`src/design/c2p_pkg.sv`:
```
`timescale 1ns / 1ps

package c2p_pkg;

  localparam int XY_W         = 64;
  localparam int ZW           = 27;
  localparam int PHASE_W      = 17;
  localparam int MAG_W        = 16;
  localparam int CORDIC_STEPS = 22;
  localparam int CORDIC_BASE  = 60;

  localparam logic signed [ZW-1:0]      DEG180_Q16 = 27'sd11796480;
  localparam logic signed [ZW-1:0]      ROUND_Q8   = 27'sd128;
  localparam logic signed [PHASE_W-1:0] PHASE_LIM  = 17'sd46080;
  localparam logic signed [PHASE_W-1:0] DEG90_Q8   = 17'sd23040;

  typedef struct packed {
    logic                      special;
    logic signed [PHASE_W-1:0] spec_phase;
  } c2p_ctl_t;

  function automatic logic [ZW-1:0] atan_q16(input int unsigned idx);
    logic [ZW-1:0] v;
    case (idx)
      0:       v = 27'd2949120;
      1:       v = 27'd1740967;
      2:       v = 27'd919879;
      3:       v = 27'd466945;
      4:       v = 27'd234379;
      5:       v = 27'd117304;
      6:       v = 27'd58666;
      7:       v = 27'd29335;
      8:       v = 27'd14668;
      9:       v = 27'd7334;
      10:      v = 27'd3667;
      11:      v = 27'd1833;
      12:      v = 27'd917;
      13:      v = 27'd458;
      14:      v = 27'd229;
      15:      v = 27'd115;
      16:      v = 27'd57;
      17:      v = 27'd29;
      18:      v = 27'd14;
      19:      v = 27'd7;
      20:      v = 27'd4;
      21:      v = 27'd2;
      default: v = '0;
    endcase
    return v;
  endfunction

endpackage

```
`src/design/c2p_front.sv`:
```
`timescale 1ns / 1ps

module c2p_front #(
  parameter int SW = 16
) (
  input  logic                                  clk,
  input  logic                                  rst_n,
  input  logic                                  en1,
  input  logic                                  en2,
  input  logic                                  valid_i,
  input  logic signed [SW-1:0]                  real_part,
  input  logic signed [SW-1:0]                  imag_part,
  output logic                                  valid1_o,
  output logic                                  valid2_o,
  output logic signed [c2p_pkg::XY_W-1:0]       x_o,
  output logic signed [c2p_pkg::XY_W-1:0]       y_o,
  output logic signed [c2p_pkg::ZW-1:0]         z_o,
  output c2p_pkg::c2p_ctl_t                     ctl_o,
  output logic        [2*SW-1:0]                s_o
);
  import c2p_pkg::*;

  localparam int CSHIFT = CORDIC_BASE - SW;

  logic                   neg;
  logic                   im_pos;
  logic        [SW-1:0]   are;
  logic        [SW-1:0]   aim;
  logic signed [XY_W-1:0] xe;
  logic signed [XY_W-1:0] ye;

  logic                   valid1_r;
  logic signed [XY_W-1:0] x1_r, x1_nxt;
  logic signed [XY_W-1:0] y1_r, y1_nxt;
  logic signed [ZW-1:0]   z1_r, z1_nxt;
  c2p_ctl_t               ctl1_r, ctl1_nxt;
  logic        [2*SW-1:0] sqa_r, sqa_nxt;
  logic        [2*SW-1:0] sqb_r, sqb_nxt;

  logic                   valid2_r;
  logic signed [XY_W-1:0] x2_r;
  logic signed [XY_W-1:0] y2_r;
  logic signed [ZW-1:0]   z2_r;
  c2p_ctl_t               ctl2_r;
  logic        [2*SW-1:0] s_r, s_nxt;

  // Left half plane samples are turned by 180 degrees so the rotations converge.
  always_comb begin
    neg    = real_part[SW-1];
    im_pos = !imag_part[SW-1] && (imag_part != '0);
    are    = real_part[SW-1] ? $unsigned(-real_part) : $unsigned(real_part);
    aim    = imag_part[SW-1] ? $unsigned(-imag_part) : $unsigned(imag_part);
    xe     = XY_W'(real_part);
    ye     = XY_W'(imag_part);
    x1_nxt = (neg ? -xe : xe) <<< CSHIFT;
    y1_nxt = (neg ? -ye : ye) <<< CSHIFT;
    z1_nxt = neg ? (im_pos ? DEG180_Q16 : -DEG180_Q16) : '0;
    sqa_nxt = are * are;
    sqb_nxt = aim * aim;
    ctl1_nxt.special    = 1'b0;
    ctl1_nxt.spec_phase = '0;
    if (imag_part == '0) begin
      ctl1_nxt.special    = 1'b1;
      ctl1_nxt.spec_phase = neg ? PHASE_LIM : '0;
    end else if (real_part == '0) begin
      ctl1_nxt.special    = 1'b1;
      ctl1_nxt.spec_phase = im_pos ? DEG90_Q8 : -DEG90_Q8;
    end
  end

  assign s_nxt = sqa_r + sqb_r;

  always_ff @(posedge clk) begin
    if (!rst_n) begin
      valid1_r <= 1'b0;
      valid2_r <= 1'b0;
    end else begin
      if (en1) begin
        valid1_r <= valid_i;
      end
      if (en2) begin
        valid2_r <= valid1_r;
      end
    end
  end

  always_ff @(posedge clk) begin
    if (en1) begin
      x1_r   <= x1_nxt;
      y1_r   <= y1_nxt;
      z1_r   <= z1_nxt;
      ctl1_r <= ctl1_nxt;
      sqa_r  <= sqa_nxt;
      sqb_r  <= sqb_nxt;
    end
    if (en2) begin
      x2_r   <= x1_r;
      y2_r   <= y1_r;
      z2_r   <= z1_r;
      ctl2_r <= ctl1_r;
      s_r    <= s_nxt;
    end
  end

  assign valid1_o = valid1_r;
  assign valid2_o = valid2_r;
  assign x_o      = x2_r;
  assign y_o      = y2_r;
  assign z_o      = z2_r;
  assign ctl_o    = ctl2_r;
  assign s_o      = s_r;

endmodule

```
`config.mk`:
```
export PLATFORM = sky130hd
export DESIGN_NAME = c2p_front
export DESIGN_NICKNAME = d
export VERILOG_FILES = /design/src/design/c2p_pkg.sv /design/src/design/c2p_front.sv
export SDC_FILE = /design/constraint.sdc
export NUM_CORES = 1
export LEC_CHECK = 0
export ABC_CLOCK_PERIOD_IN_PS = 17500
export BUFFER_PORTS_ARGS = -buffer_cell sky130_fd_sc_hd__buf_4
export CORE_ASPECT_RATIO = 0.5
export CORE_MARGIN = 10
export CORE_UTILIZATION = 50
export DETAILED_ROUTE_END_ITERATION = 8
export PLACE_DENSITY = 0.69
export SLEW_MARGIN = 25
export SYNTH_ARGS = -nofsm -noshare
export SYNTH_HDL_FRONTEND = slang
export SYNTH_SLANG_ARGS = --single-unit
```
`constraint.sdc`:
```
create_clock -name clk -period 17.5 [get_ports clk]
set_input_delay 0.875 -clock clk [delete_from_list [all_inputs] [get_ports clk]]
set_output_delay 0.875 -clock clk [all_outputs]
set_load 0.05 [all_outputs]
```
==> run_results.csv <==
group,metric,value,unit
run_status,outcome,"completed",
routing,ant_nets,0,
place,dp.final_hpwl,44.0,mm
critical_path,path_depth,30,
floorplanning,start_util,0.506,
critical_path,worst-endpoint-required,17730,ps
synth,synth_commonest_cells,"inv_1 (484), fa_1 (328), ha_1 (228)",
place,gp_congestion,0.937,
routing,route.vias.total,16000,
timing,setup_viol,0,
clock_network,clkTransAtPathRegs,90,ps
timing,max_clock_freq,0.116,GHz
global_routing,antenna_found_initial,0,
finish,fillCellCount,4085,
timing,slew_headroom,0.300,
routing,drt_iter0_drc,1070,
critical_path,crit_end,"sqb_r[28]",
synth,syn_area,0.0237,mm2
clock_network,cts_tree,"built",
critical_path,crit_slowest_cell,"fa_1",
timing,rsz0062_at_grt,"false",
place,port_buffers,128,
timing,setup_tns,0,ps
synth,synth_edf_count,190,
timing,slew_violations,0,
synth,synth_top_area_frac,0.277,
floorplanning,die_area,0.0570,mm2
finish,diodes,0,
clock_network,cts.sinks,192,
clock_network,cts-resized-gates,0,
critical_path,reg2reg_setup_slack,14200,ps
critical_path,cp.arrival,8850,ps
critical_path,start_kind,"primary input",
critical_path,cp-end-kind,"flip-flop",
timing,finalClockSkew,10.4,ps
synth,syn_area_per_cell,10.0,um2
routing,wire_per_inst,17.4,um
clock_network,cts_buffer_depth,2,
worst_hold_path,min_path_type,"reg -> reg",
critical_path,startpoint,"imag_part[0]",
global_routing,grt_pass1_vias,16700,
floorplanning,core_area,0.0469,mm2
clock_network,cts_setup_buffers,0,
critical_path,slowest_delay,550,ps
routing,viasPerCell,5.11,
synth,syn_inst,2362,
critical_path,worstPathMaxFanout,17,
finish,area_growth,7.85,%
critical_path,critical_path.top_delay_family,"adder cells",
synth,synth_top_area_cell,"fa_1",
clock_network,cts_buffers,17,
global_routing,grt.total_usage,0.193,
timing,min_period,8620,ps
floorplanning,die_x,328,um
synth,ys_seq_elements,192,
global_routing,grt_overflow,0,
finish,post-route-util,0.545,
clock_network,htreeDepth,4,
synth,ys_async_sr_fraction,0,
finish,nNetsFinal,3064,
floorplanning,die_height,174,um
timing,hold_violations,0,
routing,drc,0,
floorplanning,rows,56,
clock_network,cts_hold_buffers,0,
routing,drt_wl_total,54.3,mm
synth,yosys_warnings,0,
synth,synth_most_common_cell,"inv_1",
floorplanning,pin_count,244,
synth,synth_area_leaders,"fa_1 (28%), edfxtp_1 (24%), ha_1 (12%), inv_1 (7.7%), buf_4 (4.0%)",
global_routing,grt_max_degree,71,
synth,synth-main-ff-cell,"edfxtp_1",
timing,fin_crit_sh,0.493,
critical_path,rr_worst_depth,9,
critical_path,crit_type,"in -> reg",
critical_path,r2r-end,"s_o[31]",
finish,drive_gt1_frac,0.0874,
timing,worst_slew_pin_slew,1050,ps
critical_path,r2r-start,"sqa_r[20]",
synth,yosysUniqueCellTypes,80,
flow_run,max_cap_viol_count,0,
critical_path,path_buf_inv,8,
global_routing,grt_pass1_wl,88.6,mm
synth,ys_seq_area_frac,0.242,
clock_network,cts_root_buf,"clkbuf_16",
routing,firstDrtPassIters,6,
clock_network,clkLatencyLatePin,480,ps
-- state kept, by name (all words and copies together), names as in the netlist, 6 cells and up --
name,flops
ctl1_r,6
ctl_o,6
s_o,32
sqa_r,31
sqb_r,31
x1_r,19
x_o,20
y1_r,19
y_o,20
-- layer usage --
layer  up-vias  wire length, um  global-route usage
met5         -                0                   0
met4         0             1200              0.0559
met3        80             3730              0.0418
met2       516            26000               0.318
met1      7856            23400               0.254
li1       7504                -                   -
-- how the worst min path moves through the flow --
stage / to / from / cells past startpoint
after floorplan: ctl_o[12] / ctl1_r[12] / 0
after global placement: x_o[62] / x1_r[62] / 0
after CTS: x_o[45] / x1_r[45] / 0
after global routing: x_o[50] / x1_r[50] / 0
final: x_o[45] / x1_r[45] / 0
after detailed placement: y_o[63] / y1_r[63] / 0
-- layout by cell type (no fill, tap or decap), drive strengths merged, types with 4 or more instances in the layout --
cell type	instances
inv	505
fa	328
ha	228
nand2	209
edfxtp	190
nor2	152
buf	144
conb	119
xnor2	87
a21oi	83
a21o	48
o21ai	46
xor2	46
and2	33
nand3	27
nor2b	18
nor3	17
clkbuf	17
o31ai	13
nand2b	12
o21bai	11
o21a	11
and3	10
a31oi	9
or3	9
a211oi	8
nand4	8
clkinv	8
o211ai	7
or2	6
nor4	6
nand3b	5
mux2i	5
a221oi	5
a21boi	5
o31a	4
-- through the flow --
stage | instance area (um2) | worst slack [ps] | hold WS, ps | std cells
4_1_cts | 25600 | 8950 | 426 | 3122
5_1_grt | 25600 | 8280 | 428 | 3122
3_3_place_gp | 24900 | 8650 | 401 | 3090
6_report | 25600 | 8880 | 421 | 3122
2_1_floorplan | 24100 | 9310 | 400 | 2480
3_5_place_dp | 24900 | 8400 | 405 | 3090
-- area by class of cell --
type | count | area, um2 | share of cell area
multi-input combinational | 1618 | 15400 | 0.603
sequential | 192 | 5750 | 0.225
timing repair buffer | 144 | 1080 | 0.0423
tap | 638 | 798 | 0.0312
inverter | 498 | 1870 | 0.0731
clock inverter | 15 | 238 | 0.00930
clock buffer | 17 | 425 | 0.0166
-- kinds of logic after synthesis --
kind of cell    Yosys count  synth area share
compound gates          281            0.0785
xor+xnor                133            0.0515
fa+ha+maj               556             0.397
buf+inv                 670             0.127
flops                   192             0.242
mux                       5           0.00211
other cells               1          0.000158
simple gates            524             0.101
Power is not shown: default switching activity piles up to over one toggle a cycle in this logic, so the estimate is an artifact.
