File: src/design/c2p_pkg.sv
`timescale 1ns / 1ps

package c2p_pkg;

  localparam int XY_W         = 64;
  localparam int ZW           = 27;
  localparam int PHASE_W      = 17;
  localparam int MAG_W        = 16;
  localparam int CORDIC_STEPS = 22;
  localparam int CORDIC_BASE  = 60;

  localparam logic signed [ZW-1:0]      DEG180_Q16 = 27'sd11796480;
  localparam logic signed [ZW-1:0]      ROUND_Q8   = 27'sd128;
  localparam logic signed [PHASE_W-1:0] PHASE_LIM  = 17'sd46080;
  localparam logic signed [PHASE_W-1:0] DEG90_Q8   = 17'sd23040;

  typedef struct packed {
    logic                      special;
    logic signed [PHASE_W-1:0] spec_phase;
  } c2p_ctl_t;

  function automatic logic [ZW-1:0] atan_q16(input int unsigned idx);
    logic [ZW-1:0] v;
    case (idx)
      0:       v = 27'd2949120;
      1:       v = 27'd1740967;
      2:       v = 27'd919879;
      3:       v = 27'd466945;
      4:       v = 27'd234379;
      5:       v = 27'd117304;
      6:       v = 27'd58666;
      7:       v = 27'd29335;
      8:       v = 27'd14668;
      9:       v = 27'd7334;
      10:      v = 27'd3667;
      11:      v = 27'd1833;
      12:      v = 27'd917;
      13:      v = 27'd458;
      14:      v = 27'd229;
      15:      v = 27'd115;
      16:      v = 27'd57;
      17:      v = 27'd29;
      18:      v = 27'd14;
      19:      v = 27'd7;
      20:      v = 27'd4;
      21:      v = 27'd2;
      default: v = '0;
    endcase
    return v;
  endfunction

endpackage

File: src/design/c2p_back.sv
`timescale 1ns / 1ps

module c2p_back #(
  parameter int SW = 16
) (
  input  logic                               clk,
  input  logic                               rst_n,
  input  logic                               en,
  input  logic                               valid_i,
  input  logic signed [c2p_pkg::ZW-1:0]      z_i,
  input  c2p_pkg::c2p_ctl_t                  ctl_i,
  input  logic        [SW-1:0]               root_i,
  input  logic        [SW+1:0]               rem_i,
  output logic                               valid_o,
  output logic        [c2p_pkg::MAG_W-1:0]   magnitude,
  output logic signed [c2p_pkg::PHASE_W-1:0] phase_deg_q8
);
  import c2p_pkg::*;

  logic                      round_up;
  logic        [SW:0]        mag_full;
  logic        [SW+MAG_W:0]  mag_ext;
  logic signed [ZW-1:0]      z_rnd;
  logic signed [ZW-1:0]      q;
  logic signed [ZW-1:0]      lim;

  logic                      valid_r;
  logic        [MAG_W-1:0]   mag_r, mag_nxt;
  logic signed [PHASE_W-1:0] phase_r, phase_nxt;

  // The remainder after the root steps is s - r*r, so r+1 is nearer when it exceeds r.
  always_comb begin
    round_up  = rem_i > {2'b00, root_i};
    mag_full  = {1'b0, root_i} + (SW+1)'(round_up);
    mag_ext   = {{MAG_W{1'b0}}, mag_full};
    mag_nxt   = mag_ext[MAG_W-1:0];
    lim       = ZW'(PHASE_LIM);
    z_rnd     = z_i + ROUND_Q8;
    q         = z_rnd >>> 8;
    if (q > lim) begin
      q = lim;
    end else if (q < -lim) begin
      q = -lim;
    end
    phase_nxt = ctl_i.special ? ctl_i.spec_phase : $signed(q[PHASE_W-1:0]);
  end

  always_ff @(posedge clk) begin
    if (!rst_n) begin
      valid_r <= 1'b0;
    end else if (en) begin
      valid_r <= valid_i;
    end
  end

  always_ff @(posedge clk) begin
    if (en) begin
      mag_r   <= mag_nxt;
      phase_r <= phase_nxt;
    end
  end

  assign valid_o      = valid_r;
  assign magnitude    = mag_r;
  assign phase_deg_q8 = phase_r;

endmodule

File: config.mk
export PLATFORM = sky130hd
export DESIGN_NAME = c2p_back
export DESIGN_NICKNAME = d
export VERILOG_FILES = /design/src/design/c2p_pkg.sv /design/src/design/c2p_back.sv
export SDC_FILE = /design/constraint.sdc
export NUM_CORES = 1
export LEC_CHECK = 0
export BUFFER_PORTS_ARGS = -buffer_cell sky130_fd_sc_hd__buf_4
export CAP_MARGIN = 15
export CORE_MARGIN = 2
export CORE_UTILIZATION = 40
export CTS_BUF_LIST = sky130_fd_sc_hd__clkbuf_8
export DETAILED_ROUTE_END_ITERATION = 7
export GPL_ROUTABILITY_DRIVEN = 0
export HOLD_SLACK_MARGIN = 0.05
export PLACE_DENSITY = 0.69
export SETUP_SLACK_MARGIN = 0.2
export SYNTH_ARGS = -nofsm -noshare
export SYNTH_HDL_FRONTEND = slang
export SYNTH_SLANG_ARGS = --single-unit
File: constraint.sdc
create_clock -name clk -period 2.6 [get_ports clk]
set_input_delay 0 -clock clk [delete_from_list [all_inputs] [get_ports clk]]
set_output_delay 0 -clock clk [all_outputs]
set_load 0.1 [all_outputs]
==> results.py, run 1 <==
metrics = {
    "outcome": {
        "status": "completed",
    },
    "timing": {
        "clock_skew_ns": 0,
        "slew_headroom_pct": 55.20,
        "drv_slew": 0,
        "max_freq_ghz": 0.4458,
        "post-route-period-util_pct": 86.27,
        "rsz0062_at_grt": "yes",
        "worst_pin_slew_ns": 0.6633,
        "final_hold_viol_count": 0,
        "finalSetupViolCount": 0,
        "period_needed_ns": 2.243,
        "tns_ns": 0,
    },
    "global_routing": {
        "gr-usage-all-layers_pct": 19.88,
        "grt_max_degree": 38,
        "grt_pass1_vias": 2675,
        "overflow": 0,
        "grt_pass1_wl_mm": 12.07,
        "antenna_found_initial": 0,
    },
    "power_and_ir_drop": {
        "irDropWorstVdd_mv": 0.1902,
        "p_leak_nw": 1.684,
        "p_per_area_nw_per_um2": 491.0,
    },
    "setup_path": {
        "arrival_ns": 2.28,
        "worstPathRequired_ns": 2.63,
        "cp-end-kind": "flop",
        "cp-start-kind": "input port",
        "critical_path.max_fanout": 5,
        "ff2ff_path_depth": 3,
        "rr_endpoint": "valid_o",
        "r2r_start": "valid_o",
        "critPathCapture": "magnitude[14]",
        "criticalPathCategory": "in2reg",
        "crit_start": "root_i[1]",
        "rrSetupSlack_ns": 1.45,
    },
    "logic_synthesis": {
        "synth-edff-count": 33,
        "synth_top_family_by_area": "simple AND/OR/NAND/NOR gates",
        "syn_area_per_cell_sq_um": 9.358,
        "synthCells": 294,
        "synth_commonest_cells": "edfxtp_1 (33), xnor2_1 (27), inv_1 (24)",
        "synth_top_area_share_pct": 36.02,
        "ys_types": 49,
        "yosys.area_share.simple_pct": 20.78,
        "ys.flop_type": "edfxtp_1",
        "ys_seq_area_share_pct": 36.74,
        "synth_warnings": 0,
        "synth_top_area_cell": "edfxtp_1",
        "synthAdderAreaFrac_pct": 8.640,
        "synthesis.area_sq_um": 2751,
        "synth.area.top_cells": "edfxtp_1 (36%), ha_1 (8.6%), xnor2_1 (8.6%), a21oi_1 (3.5%), inv_1 (3.3%)",
        "synth_compound_area_share_pct": 16.23,
        "syn-num-nets": 396,
        "synthArstFlopShare_pct": 0,
        "synth-seq-cells": 34,
        "synth-xor-area-share_pct": 9.550,
        "yosysMostFrequentCell": "edfxtp_1",
        "muxShareOfSynthArea_pct": 2.274,
    },
    "layout": {
        "stdcell_count": 511,
        "synthToLayoutAreaGrowth_pct": 45.29,
        "nets": 532,
        "n_fill_cell": 598,
        "drive_gt1_share_pct": 32.71,
        "diodes": 0,
    },
    "detailed_routing": {
        "first_pass_iters": 4,
        "drc": 0,
        "drt-initial-drc-count": 135,
        "postRouteAntennaNets": 0,
        "post_drt_wl_per_cell_microns": 14.75,
        "drt-total-wl_mm": 7.537,
        "via_count": 2758,
        "vias_per_cell": 5.397,
    },
    "clocking": {
        "cts_tree": "yes",
        "cts_max_path_buffers": 2,
        "clockRootBuffer": "clkbuf_8",
        "cts_made_buffers": 5,
        "clk_pin_slew_ns": 0.07,
        "cts_sinks": 34,
        "cts_max_level": 2,
        "clock_latency_ns": 0.28,
    },
    "floorplanning": {
        "dieArea_sq_um": 7558,
        "io_pins": 117,
        "core_sq_um": 6719,
        "fp.dieH_microns": 86.94,
        "die_w_microns": 86.94,
        "rows": 30,
        "initial_utilization_pct": 40.95,
    },
    "placement": {
        "dp_hpwl_mm": 6.101,
        "dpl.cell_count": 486,
        "port_buffers": 109,
    },
    "flow_run": {
        "drv.max_cap_violation_count": 0,
    },
    "worst_hold_path": {
        "holdCritPathClass": "in2reg",
        "whs_path_depth": 2,
    },
}
## flip-flops by register name (all words and copies together), names as in the netlist
register,cells
valid_o,1
magnitude,16
phase_deg_q8,17
## per-layer routing
layer  global-route usage (%)  up-vias  wire length, microns
li1                         -     1373                     -
met1                    25.49     1274                  3198
met2                    34.07       99                  3710
met3                    3.128       12                   491
met4                    6.676        0                   137
met5                        0        -                     0
## cell families (layout without fill, tap and decap cells)
family / after synthesis / in the layout
AO/OA/AOI/OAI: 65 / 65
XOR/XNOR: 30 / 30
adder cells (fa/ha/maj): 19 / 19
buffers and inverters: 36 / 173
flip-flops: 34 / 34
multiplexers: 6 / 6
AND/OR/NAND/NOR: 104 / 104
## through the flow
stage                     setup WS (ns)  hold slack [ns]  power (W)  instance area [sq um]  utilization (%)
after global placement          0.09968           0.2173   0.001476                   3714            55.27
after floorplan                  0.2986           0.1125   0.001238                   2751                -
final                            0.3570          0.06998   0.001963                   3998            59.50
after detailed placement        0.07344           0.2464   0.001485                   3714            55.27
after global routing             0.1769          0.07427   0.002042                   3998            59.50
after CTS                        0.3211          0.06364   0.001977                   3994            59.44
## critical path: stages
cell and delay [ns]:
buf_4 0.11, inv_1 0.04, ha_1 0.28, nor2b_1 0.13, o21a_1 0.11, o21a_1 0.10
o21a_1 0.12, o21a_1 0.11, o21bai_1 0.06, a211oi_1 0.24, ha_1 0.27, ha_1 0.21
nand3_1 0.14, nor3_1 0.26, xnor2_1 0.09
## cell usage in the layout (no fill, tap or decap), types with 2 or more instances in the layout
master         instances
or4_1                  2
nand2_1               13
mux2_2                 2
inv_1                 25
a31oi_1                4
nand2b_1               4
nor2b_1                6
clkbuf_8               5
buf_4                124
edfxtp_1              33
mux2i_1                4
xor2_1                 3
o41ai_1                4
nor4_1                 9
a211oi_1               3
o21a_1                 7
ha_1                  19
o22a_1                 2
a21oi_1               19
nor2_1                20
a22oi_1                5
nand4_1                9
or2_2                  2
nand3_1               14
o21ai_0                2
dlygate4sd3_1         17
a21o_1                 2
xnor2_1               27
nor3_1                15
and3_1                 4
o22ai_1                5
## worst min path at each step
stage               from               to  slack, ns
4_1_cts         ctl_i[2]  phase_deg_q8[2]       0.06
5_1_grt         ctl_i[7]  phase_deg_q8[7]       0.07
3_5_place_dp       rst_n          valid_o       0.25
3_3_place_gp       rst_n          valid_o       0.22
2_1_floorplan         en     magnitude[0]       0.11
6_report       root_i[1]     magnitude[1]       0.07
## power by group
group / switching, W / internal (W) / leakage (nW) / total [W]
registers: 0.0000158 / 0.000662 / 0.330 / 0.000678
clock network: 0.000186 / 0.000282 / 0.0556 / 0.000468
logic: 0.000566 / 0.000252 / 1.30 / 0.000817
total: 0.000767 / 0.00120 / 1.68 / 0.00196
## area by class of cell
| class | instances | area (sq um) | area share, % |
|---|---|---|---|
| clock inverters | 3 | 41.29 | 1.033 |
| well taps | 80 | 100.1 | 2.504 |
| inverters | 24 | 90.09 | 2.254 |
| multi-input cells | 224 | 1585 | 39.66 |
| repair buffers | 141 | 1101 | 27.54 |
| flip-flops and latches | 34 | 1011 | 25.29 |
| clock buffers | 5 | 68.82 | 1.721 |
## repair_timing
item,in CTS,in global routing
gates resized for setup,0,2
endpoints found under the hold margin,16,0
setup buffers,0,0
endpoints found under the setup margin,0,7
hold buffers,17,0
No activity file was read; power rests on OpenSTA's default activity.
==> inputs of run 2 (changes only) <==
- CORE_UTILIZATION: 40 -> 45
- PLACE_DENSITY: 0.69 -> 0.76
==> run 2 against run 1 <==
  * Non-clock buffer count down 5
  * First-iteration DRC count increased by 8.1%
  * Clock power is 22% lower
  * Register-to-register slack barely moved
  * Largest cell class unchanged
  * Highest routed layer unchanged
==> results.py, run 2 (synthesis results as in run 1) <==
metrics = {
    "clocking": {
        "clockRootBuffer": "clkbuf_8",
        "cts_max_path_buffers": 2,
        "clk_pin_slew_ns": 0.07,
        "cts_made_buffers": 5,
        "cts_tree": "yes",
        "clock_latency_ns": 0.27,
        "cts_max_level": 2,
        "cts_sinks": 34,
    },
    "layout": {
        "final_cell_mix": "buf_4 (121), edfxtp_1 (33), xnor2_1 (27)",
        "synthToLayoutAreaGrowth_pct": 43.61,
        "n_fill_cell": 474,
        "largest_register_ffs": 17,
        "utilization_pct": 66.74,
        "drive_gt1_share_pct": 33.80,
        "nets": 527,
        "diodes": 0,
        "layout_commonest_cell": "buf_4",
    },
    "detailed_routing": {
        "drt-initial-drc-count": 146,
        "post_drt_wl_per_cell_microns": 15.10,
        "drt-total-wl_mm": 7.565,
        "via_count": 2721,
        "drc": 0,
        "first_pass_iters": 4,
        "vias_per_cell": 5.431,
        "postRouteAntennaNets": 0,
    },
    "timing": {
        "clock_skew_ns": 0,
        "final_hold_viol_count": 0,
        "worst_pin_slew_ns": 0.6054,
        "finalSetupViolCount": 0,
        "slew_headroom_pct": 59.11,
        "whs_ns": 0.06860,
        "rsz0062_at_grt": "no",
        "period_needed_ns": 2.269,
        "post-route-period-util_pct": 87.28,
        "drv_slew": 0,
        "max_freq_ghz": 0.4407,
    },
    "setup_path": {
        "cp-end-kind": "flop",
        "r2r_start": "valid_o",
        "ff2ff_path_depth": 3,
        "rrSetupSlack_ns": 1.46,
        "crit_family": "compound AO/OA/AOI/OAI gates",
        "rr_endpoint": "valid_o",
        "criticalPathCategory": "in2reg",
        "cp-start-kind": "input port",
        "critical-path-slowest-cell": "ha_1",
        "cp_cell_sequence": "buf_4 > inv_1 > ha_1 > nor2b_1 > o21a_1 > o21a_1 > o21a_1 > o21a_1 > o21bai_1 > a211oi_2 > ha_2 > ha_1 > nand3_1 > nor3_1 > xnor2_1",
        "critPathBufInv": 2,
        "arrival_ns": 2.30,
        "worstPathRequired_ns": 2.63,
        "max_stage_delay_ns": 0.30,
        "crit_top_cell": "o21a_1",
        "critical_path.max_fanout": 5,
    },
    "floorplanning": {
        "dieArea_sq_um": 6756,
        "die_w_microns": 82.20,
        "initial_utilization_pct": 46.47,
        "rows": 28,
        "core_sq_um": 5921,
        "fp.dieH_microns": 82.20,
        "io_pins": 117,
    },
    "worst_hold_path": {
        "holdCritPathClass": "in2reg",
        "whs_path_depth": 3,
        "hold_start": "ctl_i[0]",
        "whs_endpoint": "phase_deg_q8[0]",
    },
    "power_and_ir_drop": {
        "p_leak_nw": 1.652,
        "irDropWorstVdd_mv": 0.2834,
        "p_per_area_nw_per_um2": 472.7,
    },
    "placement": {
        "port_buffers": 109,
        "dp_hpwl_mm": 6.117,
    },
    "global_routing": {
        "gr-usage-all-layers_pct": 22.49,
        "antenna_found_initial": 0,
        "grt_pass1_wl_mm": 11.81,
        "grt_max_degree": 38,
        "grt_pass1_vias": 2622,
        "overflow": 0,
    },
    "flow_run": {
        "drv.max_cap_violation_count": 0,
    },
    "outcome": {
        "status": "completed",
    },
}
## run 2: repair_timing
item | in CTS | in global routing
hold endpoints to repair | 13 | 1
gates resized for setup | 0 | 8
hold buffers | 14 | 1
buffers inserted | 0 | 0
setup endpoints to repair | 0 | 15
## run 2: how the worst max path moves through the flow
stage	startpoint	to	slack, ns	depth (start not counted)
floorplan	z_i[7]	phase_deg_q8[0]	0.30	8
finish	root_i[1]	magnitude[14]	0.33	15
global route	root_i[1]	magnitude[14]	0.22	15
global placement	root_i[15]	magnitude[14]	0.05	12
CTS	root_i[15]	magnitude[14]	0.25	12
detailed placement	root_i[15]	magnitude[14]	-0.01	12
## run 2: layout make-up
cell class / instances / area, sq um / share of cell area (%)
Multi-Input combinational cell: 224 / 1613 / 40.82
Timing Repair Buffer: 136 / 1059 / 26.79
Sequential cell: 34 / 1011 / 25.59
Tap cell: 75 / 93.84 / 2.375
Inverter: 24 / 90.09 / 2.280
Clock buffer: 5 / 68.82 / 1.742
Clock inverter: 3 / 16.27 / 0.4117
## run 2: report_power, final
| part | total (W) | internal [W] | switching, W |
|---|---|---|---|
| sequential | 0.000678 | 0.000662 | 0.0000160 |
| clock | 0.000366 | 0.000183 | 0.000183 |
| combinational | 0.000824 | 0.000253 | 0.000571 |
| total | 0.00187 | 0.00110 | 0.000770 |
## run 2: tightest hold or removal path, delay by kind of cell
family | cells | cell delay, ns
buffers and inverters | 1 | 0.08
AOI/OAI and AO/OA | 2 | 0.15
## run 2: through the flow
stage	setup slack (ns)	power [W]	setup TNS [ns]	cells	area, sq um
floorplan	0.2986	0.001238	0	294	2751
global placement	0.05233	0.001470	0	478	3685
detailed placement	-0.01335	0.001485	-0.01335	478	3685
CTS	0.2455	0.001866	0	500	3910
global route	0.2196	0.001946	0	501	3951
finish	0.3307	0.001868	0	501	3951
## run 2: per-layer routing
metal  track usage [%]  part of all wire, %  routed length, microns
met1             28.29                   41                    3098
met2             39.35                   50                    3818
met3             2.935                  6.4                     485
met4             8.000                  2.1                     162
met5                 0                    0                       0
